--- src/hdl/assert_macros.svh ---
// Assertion macros shared by the RTL that carries concurrent checks.
`ifndef ASSERT_MACROS_SVH
`define ASSERT_MACROS_SVH

// Check prop at every rising edge of clk, held off while rst_n is low.
`define ASSERT_CLK(label, clk, rst_n, prop, msg) \
	label: assert property (@(posedge clk) disable iff (!rst_n) (prop)) \
		else $error(msg);

// Check prop at every rising edge of clk, reset included.
`define ASSERT_ALWAYS(label, clk, prop, msg) \
	label: assert property (@(posedge clk) (prop)) else $error(msg);

`endif

--- src/hdl/dgci_pkg.sv ---
// Shared constants and types for the dual gap code-to-index core.
package dgci_pkg;

	localparam int MAX_LENGTH_DEF = 128;
	localparam int INDEX_BITS_DEF = 32;

	localparam int BASE_W      = 8;
	localparam int CHAR_W      = 8;
	localparam int OUT_INDEX_W = 32;
	localparam int CFG_INDEX_W = 8;
	localparam int OUT_DATA_W  = 72;

	localparam logic [BASE_W-1:0] BASE_RESET = 8'd2;

	// Only these two bytes decode to digit one and digit two.
	localparam logic [CHAR_W-1:0] CHAR_ONE = 8'h31;
	localparam logic [CHAR_W-1:0] CHAR_TWO = 8'h32;

	localparam logic [CFG_INDEX_W-1:0] REG_BASE_FIRST  = 8'd0;
	localparam logic [CFG_INDEX_W-1:0] REG_BASE_SECOND = 8'd1;

	typedef struct packed {
		logic                   overflow_flag;
		logic                   invalid_second;
		logic                   invalid_first;
		logic [OUT_INDEX_W-1:0] index_second;
		logic [OUT_INDEX_W-1:0] index_first;
	} res_t;

	typedef struct packed {
		logic full;
		logic empty;
	} q_stat_t;

endpackage

--- src/hdl/dgci_chan.sv ---
// One marker channel: gap counter, weight and mixed-radix accumulator.
module dgci_chan #(
	parameter int INDEX_BITS = dgci_pkg::INDEX_BITS_DEF,
	parameter int MAX_LENGTH = dgci_pkg::MAX_LENGTH_DEF
) (
	input  logic                          clk,
	input  logic                          arst_n,
	input  logic                          step,
	input  logic                          marker,
	input  logic                          clear,
	input  logic [dgci_pkg::BASE_W-1:0]   base,
	output logic [INDEX_BITS-1:0]         acc_d,
	output logic                          bad_d,
	output logic                          ovf_evt
);

	localparam int GAP_W  = $clog2(MAX_LENGTH + 2);
	localparam int BW     = dgci_pkg::BASE_W;
	localparam int CMP_W  = (GAP_W > BW) ? GAP_W : BW;
	localparam int PD_W   = INDEX_BITS + GAP_W;
	localparam int PW_W   = INDEX_BITS + BW;

	logic [GAP_W-1:0]      gap_q, gap_d;
	logic [INDEX_BITS-1:0] acc_q;
	logic [INDEX_BITS-1:0] wt_q, wt_d;
	logic                  big_q, big_d;
	logic                  bad_q;

	logic [GAP_W-1:0]      digit;
	logic [PD_W-1:0]       prod_full;
	logic [PW_W-1:0]       wprod;
	logic [INDEX_BITS:0]   sum;

	always_comb begin
		digit     = gap_q + GAP_W'(1);
		prod_full = PD_W'(wt_q) * PD_W'(digit);
		wprod     = PW_W'(wt_q) * PW_W'(base);
		sum       = {1'b0, acc_q} + {1'b0, prod_full[INDEX_BITS-1:0]};

		gap_d   = gap_q;
		acc_d   = acc_q;
		wt_d    = wt_q;
		big_d   = big_q;
		bad_d   = bad_q;
		ovf_evt = 1'b0;

		if (!marker) begin
			if (gap_q < GAP_W'(MAX_LENGTH))
				gap_d = gap_q + GAP_W'(1);
		end else begin
			gap_d = '0;
			if (CMP_W'(digit) >= CMP_W'(base))
				bad_d = 1'b1;
			if (big_q) begin
				// saturated weight: product vanishes modulo the index width
				ovf_evt = 1'b1;
			end else begin
				ovf_evt = (|prod_full[PD_W-1:INDEX_BITS]) | sum[INDEX_BITS];
				acc_d   = sum[INDEX_BITS-1:0];
				if (base == '0) begin
					wt_d = '0;
				end else if (|wprod[PW_W-1:INDEX_BITS]) begin
					big_d = 1'b1;
					wt_d  = '0;
				end else begin
					wt_d = wprod[INDEX_BITS-1:0];
				end
			end
		end
	end

	always_ff @(posedge clk or negedge arst_n) begin
		if (!arst_n) begin
			gap_q <= '0;
			acc_q <= '0;
			wt_q  <= INDEX_BITS'(1);
			big_q <= 1'b0;
			bad_q <= 1'b0;
		end else if (step) begin
			if (clear) begin
				gap_q <= '0;
				acc_q <= '0;
				wt_q  <= INDEX_BITS'(1);
				big_q <= 1'b0;
				bad_q <= 1'b0;
			end else begin
				gap_q <= gap_d;
				acc_q <= acc_d;
				wt_q  <= wt_d;
				big_q <= big_d;
				bad_q <= bad_d;
			end
		end
	end

endmodule

--- src/hdl/dgci_outq.sv ---
// Two-entry result queue: output register plus skid entry.
module dgci_outq (
	input  logic                  clk,
	input  logic                  arst_n,
	input  logic                  push,
	input  dgci_pkg::res_t        push_data,
	output logic                  out_valid,
	input  logic                  out_ready,
	output dgci_pkg::res_t        out_data,
	output dgci_pkg::q_stat_t     stat
);

	dgci_pkg::res_t mem_q [2];
	logic           wr_ptr_q;
	logic           rd_ptr_q;
	logic [1:0]     cnt_q;
	logic           pop;

	assign pop        = out_valid && out_ready;
	assign out_valid  = (cnt_q != 2'd0);
	assign stat.full  = (cnt_q == 2'd2);
	assign stat.empty = (cnt_q == 2'd0);

	always_ff @(posedge clk) begin
		if (push)
			mem_q[wr_ptr_q] <= push_data;
	end

	always_ff @(posedge clk) begin
		out_data <= push_data;
		// with both entries held, the younger one sits behind the head
		if (pop && cnt_q == 2'd2)
			out_data <= mem_q[~rd_ptr_q];
		else if (!pop && cnt_q != 2'd0)
			out_data <= mem_q[rd_ptr_q];
		else if (pop && cnt_q == 2'd1 && !push)
			out_data <= mem_q[rd_ptr_q];
	end

	always_ff @(posedge clk or negedge arst_n) begin
		if (!arst_n) begin
			wr_ptr_q <= 1'b0;
			rd_ptr_q <= 1'b0;
			cnt_q    <= 2'd0;
		end else begin
			if (push)
				wr_ptr_q <= ~wr_ptr_q;
			if (pop)
				rd_ptr_q <= ~rd_ptr_q;
			case ({push, pop})
				2'b10:   cnt_q <= cnt_q + 2'd1;
				2'b01:   cnt_q <= cnt_q - 2'd1;
				default: cnt_q <= cnt_q;
			endcase
		end
	end

endmodule

--- src/hdl/dual_gap_code_to_index_core.sv ---
// Top level of the dual gap code-to-index core.
//
//  channel   dir  beat contents
//  -------   ---  -------------------------------------------------------------
//  s_axis    in   tdata[7:0] char_code, tlast last_char
//  m_axis    out  tdata: index_first, index_second, invalid_first,
//                 invalid_second, overflow_flag (from bit 0 up)
//  cfg       in   cfg_index selects base_first (0) or base_second (1)
//
// One character per cycle unless stalled: an input register, then one
// multiply-accumulate per channel into the state and result registers. Reset
// clears both channels and sets both bases to 2. The input stalls only when a
// last character meets a full two-entry result queue; other characters pass while
// results wait.
`include "assert_macros.svh"

module dual_gap_code_to_index_core #(
	parameter int INDEX_BITS = dgci_pkg::INDEX_BITS_DEF,
	parameter int MAX_LENGTH = dgci_pkg::MAX_LENGTH_DEF
) (
	input  logic                                 clk,
	input  logic                                 arst_n,
	input  logic                                 s_axis_tvalid,
	output logic                                 s_axis_tready,
	input  logic [dgci_pkg::CHAR_W-1:0]          s_axis_tdata,  // [7:0] char_code
	input  logic                                 s_axis_tlast,
	output logic                                 m_axis_tvalid,
	input  logic                                 m_axis_tready,
	// [31:0] index_first, [63:32] index_second, [64] invalid_first,
	// [65] invalid_second, [66] overflow_flag, [71:67] zero
	output logic [dgci_pkg::OUT_DATA_W-1:0]      m_axis_tdata,
	input  logic                                 cfg_valid,
	output logic                                 cfg_ready,
	input  logic [dgci_pkg::CFG_INDEX_W-1:0]     cfg_index,
	input  logic [dgci_pkg::BASE_W-1:0]          cfg_data
);

	logic [dgci_pkg::BASE_W-1:0] base_first_q;
	logic [dgci_pkg::BASE_W-1:0] base_second_q;

	logic                        v_s1;
	logic [dgci_pkg::CHAR_W-1:0] char_s1;
	logic                        last_s1;

	logic                        hold_last;
	logic                        advance;
	logic                        push;
	logic                        overflow_seen_q;

	logic [INDEX_BITS-1:0]       acc_first_d;
	logic [INDEX_BITS-1:0]       acc_second_d;
	logic                        bad_first_d;
	logic                        bad_second_d;
	logic                        ovf_first;
	logic                        ovf_second;

	dgci_pkg::res_t              res;
	dgci_pkg::res_t              q_data;
	dgci_pkg::q_stat_t           q_stat;

	assign cfg_ready = 1'b1;

	always_ff @(posedge clk or negedge arst_n) begin
		if (!arst_n) begin
			base_first_q  <= dgci_pkg::BASE_RESET;
			base_second_q <= dgci_pkg::BASE_RESET;
		end else if (cfg_valid) begin
			unique case (cfg_index)
				dgci_pkg::REG_BASE_FIRST:  base_first_q  <= cfg_data;
				dgci_pkg::REG_BASE_SECOND: base_second_q <= cfg_data;
				default: ;
			endcase
		end
	end

	// hold a last character until the result queue has room
	assign hold_last     = v_s1 && last_s1 && q_stat.full;
	assign advance       = v_s1 && !hold_last;
	assign push          = advance && last_s1;
	assign s_axis_tready = !v_s1 || advance;

	always_ff @(posedge clk or negedge arst_n) begin
		if (!arst_n)
			v_s1 <= 1'b0;
		else if (s_axis_tready)
			v_s1 <= s_axis_tvalid;
	end

	always_ff @(posedge clk) begin
		if (s_axis_tvalid && s_axis_tready) begin
			char_s1 <= s_axis_tdata;
			last_s1 <= s_axis_tlast;
		end
	end

	dgci_chan #(
		.INDEX_BITS (INDEX_BITS),
		.MAX_LENGTH (MAX_LENGTH)
	) u_chan_first (
		.clk     (clk),
		.arst_n  (arst_n),
		.step    (advance),
		.marker  (char_s1 == dgci_pkg::CHAR_ONE),
		.clear   (last_s1),
		.base    (base_first_q),
		.acc_d   (acc_first_d),
		.bad_d   (bad_first_d),
		.ovf_evt (ovf_first)
	);

	dgci_chan #(
		.INDEX_BITS (INDEX_BITS),
		.MAX_LENGTH (MAX_LENGTH)
	) u_chan_second (
		.clk     (clk),
		.arst_n  (arst_n),
		.step    (advance),
		.marker  (char_s1 == dgci_pkg::CHAR_TWO),
		.clear   (last_s1),
		.base    (base_second_q),
		.acc_d   (acc_second_d),
		.bad_d   (bad_second_d),
		.ovf_evt (ovf_second)
	);

	always_ff @(posedge clk or negedge arst_n) begin
		if (!arst_n)
			overflow_seen_q <= 1'b0;
		else if (advance)
			overflow_seen_q <= last_s1 ? 1'b0 : (overflow_seen_q | ovf_first | ovf_second);
	end

	always_comb begin
		res.index_first    = 32'(acc_first_d);
		res.index_second   = 32'(acc_second_d);
		res.invalid_first  = bad_first_d;
		res.invalid_second = bad_second_d;
		res.overflow_flag  = overflow_seen_q | ovf_first | ovf_second;
	end

	dgci_outq u_outq (
		.clk       (clk),
		.arst_n    (arst_n),
		.push      (push),
		.push_data (res),
		.out_valid (m_axis_tvalid),
		.out_ready (m_axis_tready),
		.out_data  (q_data),
		.stat      (q_stat)
	);

	assign m_axis_tdata = dgci_pkg::OUT_DATA_W'(q_data);

	`ASSERT_CLK(a_last_stalls, clk, arst_n, hold_last |-> !s_axis_tready, "last beat on full queue")
	`ASSERT_CLK(a_full_valid, clk, arst_n, q_stat.full |-> m_axis_tvalid, "full queue not valid")
	`ASSERT_CLK(a_empty_idle, clk, arst_n, q_stat.empty |-> !m_axis_tvalid, "empty queue valid")
	`ASSERT_CLK(a_ovf_clear, clk, arst_n, push |=> !overflow_seen_q, "overflow kept past a string")

endmodule
--- config.mk ---
export PLATFORM = sky130hd
export DESIGN_NAME = dual_gap_code_to_index_core
export DESIGN_NICKNAME = d
export VERILOG_FILES = /design/src/hdl/dgci_pkg.sv /design/src/hdl/dgci_chan.sv /design/src/hdl/dgci_outq.sv /design/src/hdl/dual_gap_code_to_index_core.sv
export VERILOG_INCLUDE_DIRS = /design/src /design/src/hdl
export SDC_FILE = /design/constraint.sdc
export NUM_CORES = 2
export LEC_CHECK = 0
export ABC_AREA = 0
export BUFFER_PORTS_ARGS = -buffer_cell sky130_fd_sc_hd__buf_2
export CAP_MARGIN = 20
export CORE_UTILIZATION = 40
export CTS_BUF_LIST = sky130_fd_sc_hd__clkbuf_4 sky130_fd_sc_hd__clkbuf_8 sky130_fd_sc_hd__clkbuf_16
export DETAILED_ROUTE_END_ITERATION = 10
export HOLD_SLACK_MARGIN = 0.03
export REMOVE_ABC_BUFFERS = 1
export SLEW_MARGIN = 20
export SYNTH_ARGS = -nofsm -noshare
export SYNTH_HDL_FRONTEND = slang
export SYNTH_HIERARCHICAL = 1
export SYNTH_SLANG_ARGS = --single-unit
--- constraint.sdc ---
create_clock -name clk -period 8.1 [get_ports clk]
set_input_delay 0.81 -clock clk [delete_from_list [all_inputs] [get_ports clk]]
set_output_delay 0.81 -clock clk [all_outputs]
set_load 0.05 [all_outputs]
==> summary.txt <==
Syn. warnings = 6
Worst Tran Pin Value = 1.02 ns
Residual DRC = 0
Pre-CTS setup slack = -0.220 ns
Total global routing overflow = 0
Commonest non-fill, non-tap cells in the layout = 858 x inv_1, 721 x fa_1, 687 x nand2_1, 569 x and2_1, 322 x ha_1
Avg WL per Cell = 18.5 µm
Antenna cells = 0
R2R Path Start = u_chan_second/gap_q[1]
Total GRT Usage = 21.4%
Combinational share of power = 33.2%
Reg-to-reg endpoint = u_outq/out_data[66]
Slew HR = 32.3%
Register bit total from synthesis = 380
Detailed Route WL = 137000 µm
CP max stage delay = 0.50 ns
Cell variety after synth = 110
Layout Nets = 6801
FP Rows = 131
Count of pins over their slew limit = 0
Fin worst setup slack = 0.0432 ns
CP endpoint kind = register
Finished Layout Cells = 7418
Post-synth ARST share = 44.7%
Die Y = 360 µm
Simple-gate area share of the yosys netlist = 17.3%
Register area share after synthesis = 19.3%
Status = completed
Syn Area/Cell = 9.18 µm²
Crit path top cell by count = fa_1
RSZ-0062 raised after global routing = true
Sequential share of power = 34.6%
Synthesized cell area = 0.0513 mm²
Largest net degree at the start of global routing = 77
PwrDens = 122 mW/mm²
DRT Pass-1 Iters = 5
Vias in the first global route = 41100
Most common cell after layout, fill and taps aside = inv_1
# IOs = 105
Initial antenna violation count = 2
Clock transition at path regs = 0.06 ns
Final setup vio count = 0
Adder-cell area share of the yosys netlist = 36.2%
Layout cells sized above 1 = 11.5%
Period minus WS final = 8.06 ns
TritonCTS clock tree = built
Hold Violations, Final = 0
Synthesized netlist cell count = 5594
Max Clock Skew = 0.0435 ns
Net Sw Frac = 40.3%
First-pass GRT wire length = 226000 µm
Post-synth EDFFs = 143
Clock power frac = 32.2%
Xor/xnor share of the synthesized area = 3.22%
Core area = 0.128 mm²
Die Footprint = 0.130 mm²
Sw Pwr = 0.00280 W
Met1 global-route usage = 30.4%
Crit path max fanout = 23
Setup crit start kind = register
CP max stage cell = fa_1
CTS Buffer Depth = 3
Max frequency = 124 MHz
P_leak = 26.6 nW
DIE WIDTH = 360 µm
H-tree depth = 2
Post-DP HPWL = 103000 µm
Largest family of logic cells by synthesized area = adder cells
Root buf cell = clkbuf_16
Fillers = 12300
DRT iter0 DRCs = 2791
VDD IR max = 0.210 mV
M2 GR Usage = 35.2%
RePlAce Congestion = 0.890
CTS Hold Bufs = 0
DP Cell Count = 7323
Worst reg2reg path depth = 36
HP Class = input port to asynchronous set/reset pin
Crit share post-route = 99.5%
Worst Path Class, Setup = register to register
Arrival time of the worst setup path = 8.53 ns
Num CTS Buffers = 45
Main synth FF type = dfrtp_1
Initial Utilization = 40.3%
Compound-Gate Fraction of Synth Area = 14.5%
Clk sinks = 380
R2r setup slk = 0.04 ns
Setup TNS = 0 ns
Drt via density = 5.36
Port Buffers = 98
Layout overhead on the synthesized area = 10.9%
End of the critical path = u_outq/out_data[66]
Worst-skew pair later-pin latency = 0.64 ns
Grt met3 use = 2.07%
CP Launch Point = u_chan_second/gap_q[1]
Vias = 39700
Post-synthesis mux area share = 0.656%
Antenna Violating Nets Remaining = 0
Cell Int Power = 0.00414 W
CP Data Required Time = 8.58 ns
Top Usage Layer GRT = met2
Max-Cap Viols = 0
## metrics by stage
stage	power, W	utilization (%)	instance area [µm²]	hold slack, ns
CTS	0.00697	44.4	56600	0.234
finish	0.00694	44.6	56900	0.230
global placement	0.00469	43.0	54900	0.479
global route	0.00721	44.6	56900	0.273
floorplan	0.00380	-	50100	0.454
detailed placement	0.00470	43.0	54900	0.492
## final cells by class
cell class,instances,area (µm²),share of cell area (%)
multi-input combinational,4061,37400,65.8
inverter,862,3240,5.68
clock buffer,62,1290,2.27
sequential,380,9900,17.4
clock inverter,22,334,0.587
tap,1662,2080,3.65
timing repair buffer,369,2660,4.67
## synthesized netlist by cell type (all sizes together) (84+ instances only)
cell    count  area [µm²]
edfxtp    143        4290
xor2       84         736
clkbuf    254         986
a21o      124         936
o21ai     230        1270
fa        722       14500
xnor2     105         920
dfrtp     166        4150
inv       862        3240
nor2      112         420
nand2     688        2580
and2      574        3590
ha        330        4130
a21oi     220        1130
nor2b      97         607
## kinds of logic (layout without fill, tap and decap cells)
group / after synthesis / after routing
buffers and inverters: 1157 / 1315
flip-flops: 380 / 380
AND/OR/NAND/NOR: 1742 / 1742
adder cells (fa/ha/maj): 1052 / 1052
multiplexers: 28 / 28
other: 2 / 6
XOR/XNOR: 189 / 189
AO/OA/AOI/OAI: 1044 / 1044
## per-layer routing
layer	part of all wire (%)	routed length (µm)	vias up
li1	-	-	18400
met2	47	64100	866
met3	4.4	6010	146
met5	0.0095	13	-
met1	47	63800	20300
met4	2.2	2950	2
## what timing repair did
| action | CTS | global route |
|---|---|---|
| setup buffers | 3 | 8 |
| setup endpoints to repair | 5 | 55 |
| gates resized for setup | 14 | 73 |
| pin swaps | 7 | 42 |
## power groups by stage
stage                     registers (W)  logic, W  clock network (W)
after floorplan                 0.00292  0.000884                  0
after global placement          0.00243   0.00227                  0
after detailed placement        0.00244   0.00227                  0
after CTS                       0.00240   0.00228            0.00229
after global routing            0.00243   0.00243            0.00235
final                           0.00240   0.00231            0.00223
## worst min-delay path by stage
stage	from	to	cells after the start	slack, ns
after detailed placement	u_outq/mem_q[0][44]	u_outq/out_data[44]	2	0.49
after CTS	arst_n	u_chan_first/acc_q[11]	1	0.23
after floorplan	u_outq/wr_ptr_q	u_outq/wr_ptr_q	1	0.45
final	arst_n	u_chan_first/acc_q[11]	1	0.23
after global routing	arst_n	u_chan_first/acc_q[11]	1	0.27
after global placement	u_outq/mem_q[0][39]	u_outq/out_data[39]	2	0.48
## registers in the layout (all words and copies together) (netlist names), 8 cells and up
signal and count:
u_chan_second/wt_q 32, u_chan_first/wt_q 32, u_chan_second/gap_q 8, char_s1 8
u_outq/out_data 67, u_chan_first/acc_q 32, u_chan_first/gap_q 8, u_chan_second/acc_q 32
base_second_q 8, u_outq/mem_q 134, base_first_q 8
## critical path: cells and delay by family (launching register included)
family	cells	cell delay (ns)
compound gates	14	2.69
fa+ha+maj	6	2.43
simple gates	7	1.15
buf+inv	7	0.94
flops	1	0.41
xor+xnor	2	0.30
(Power assumes the default switching activity.)
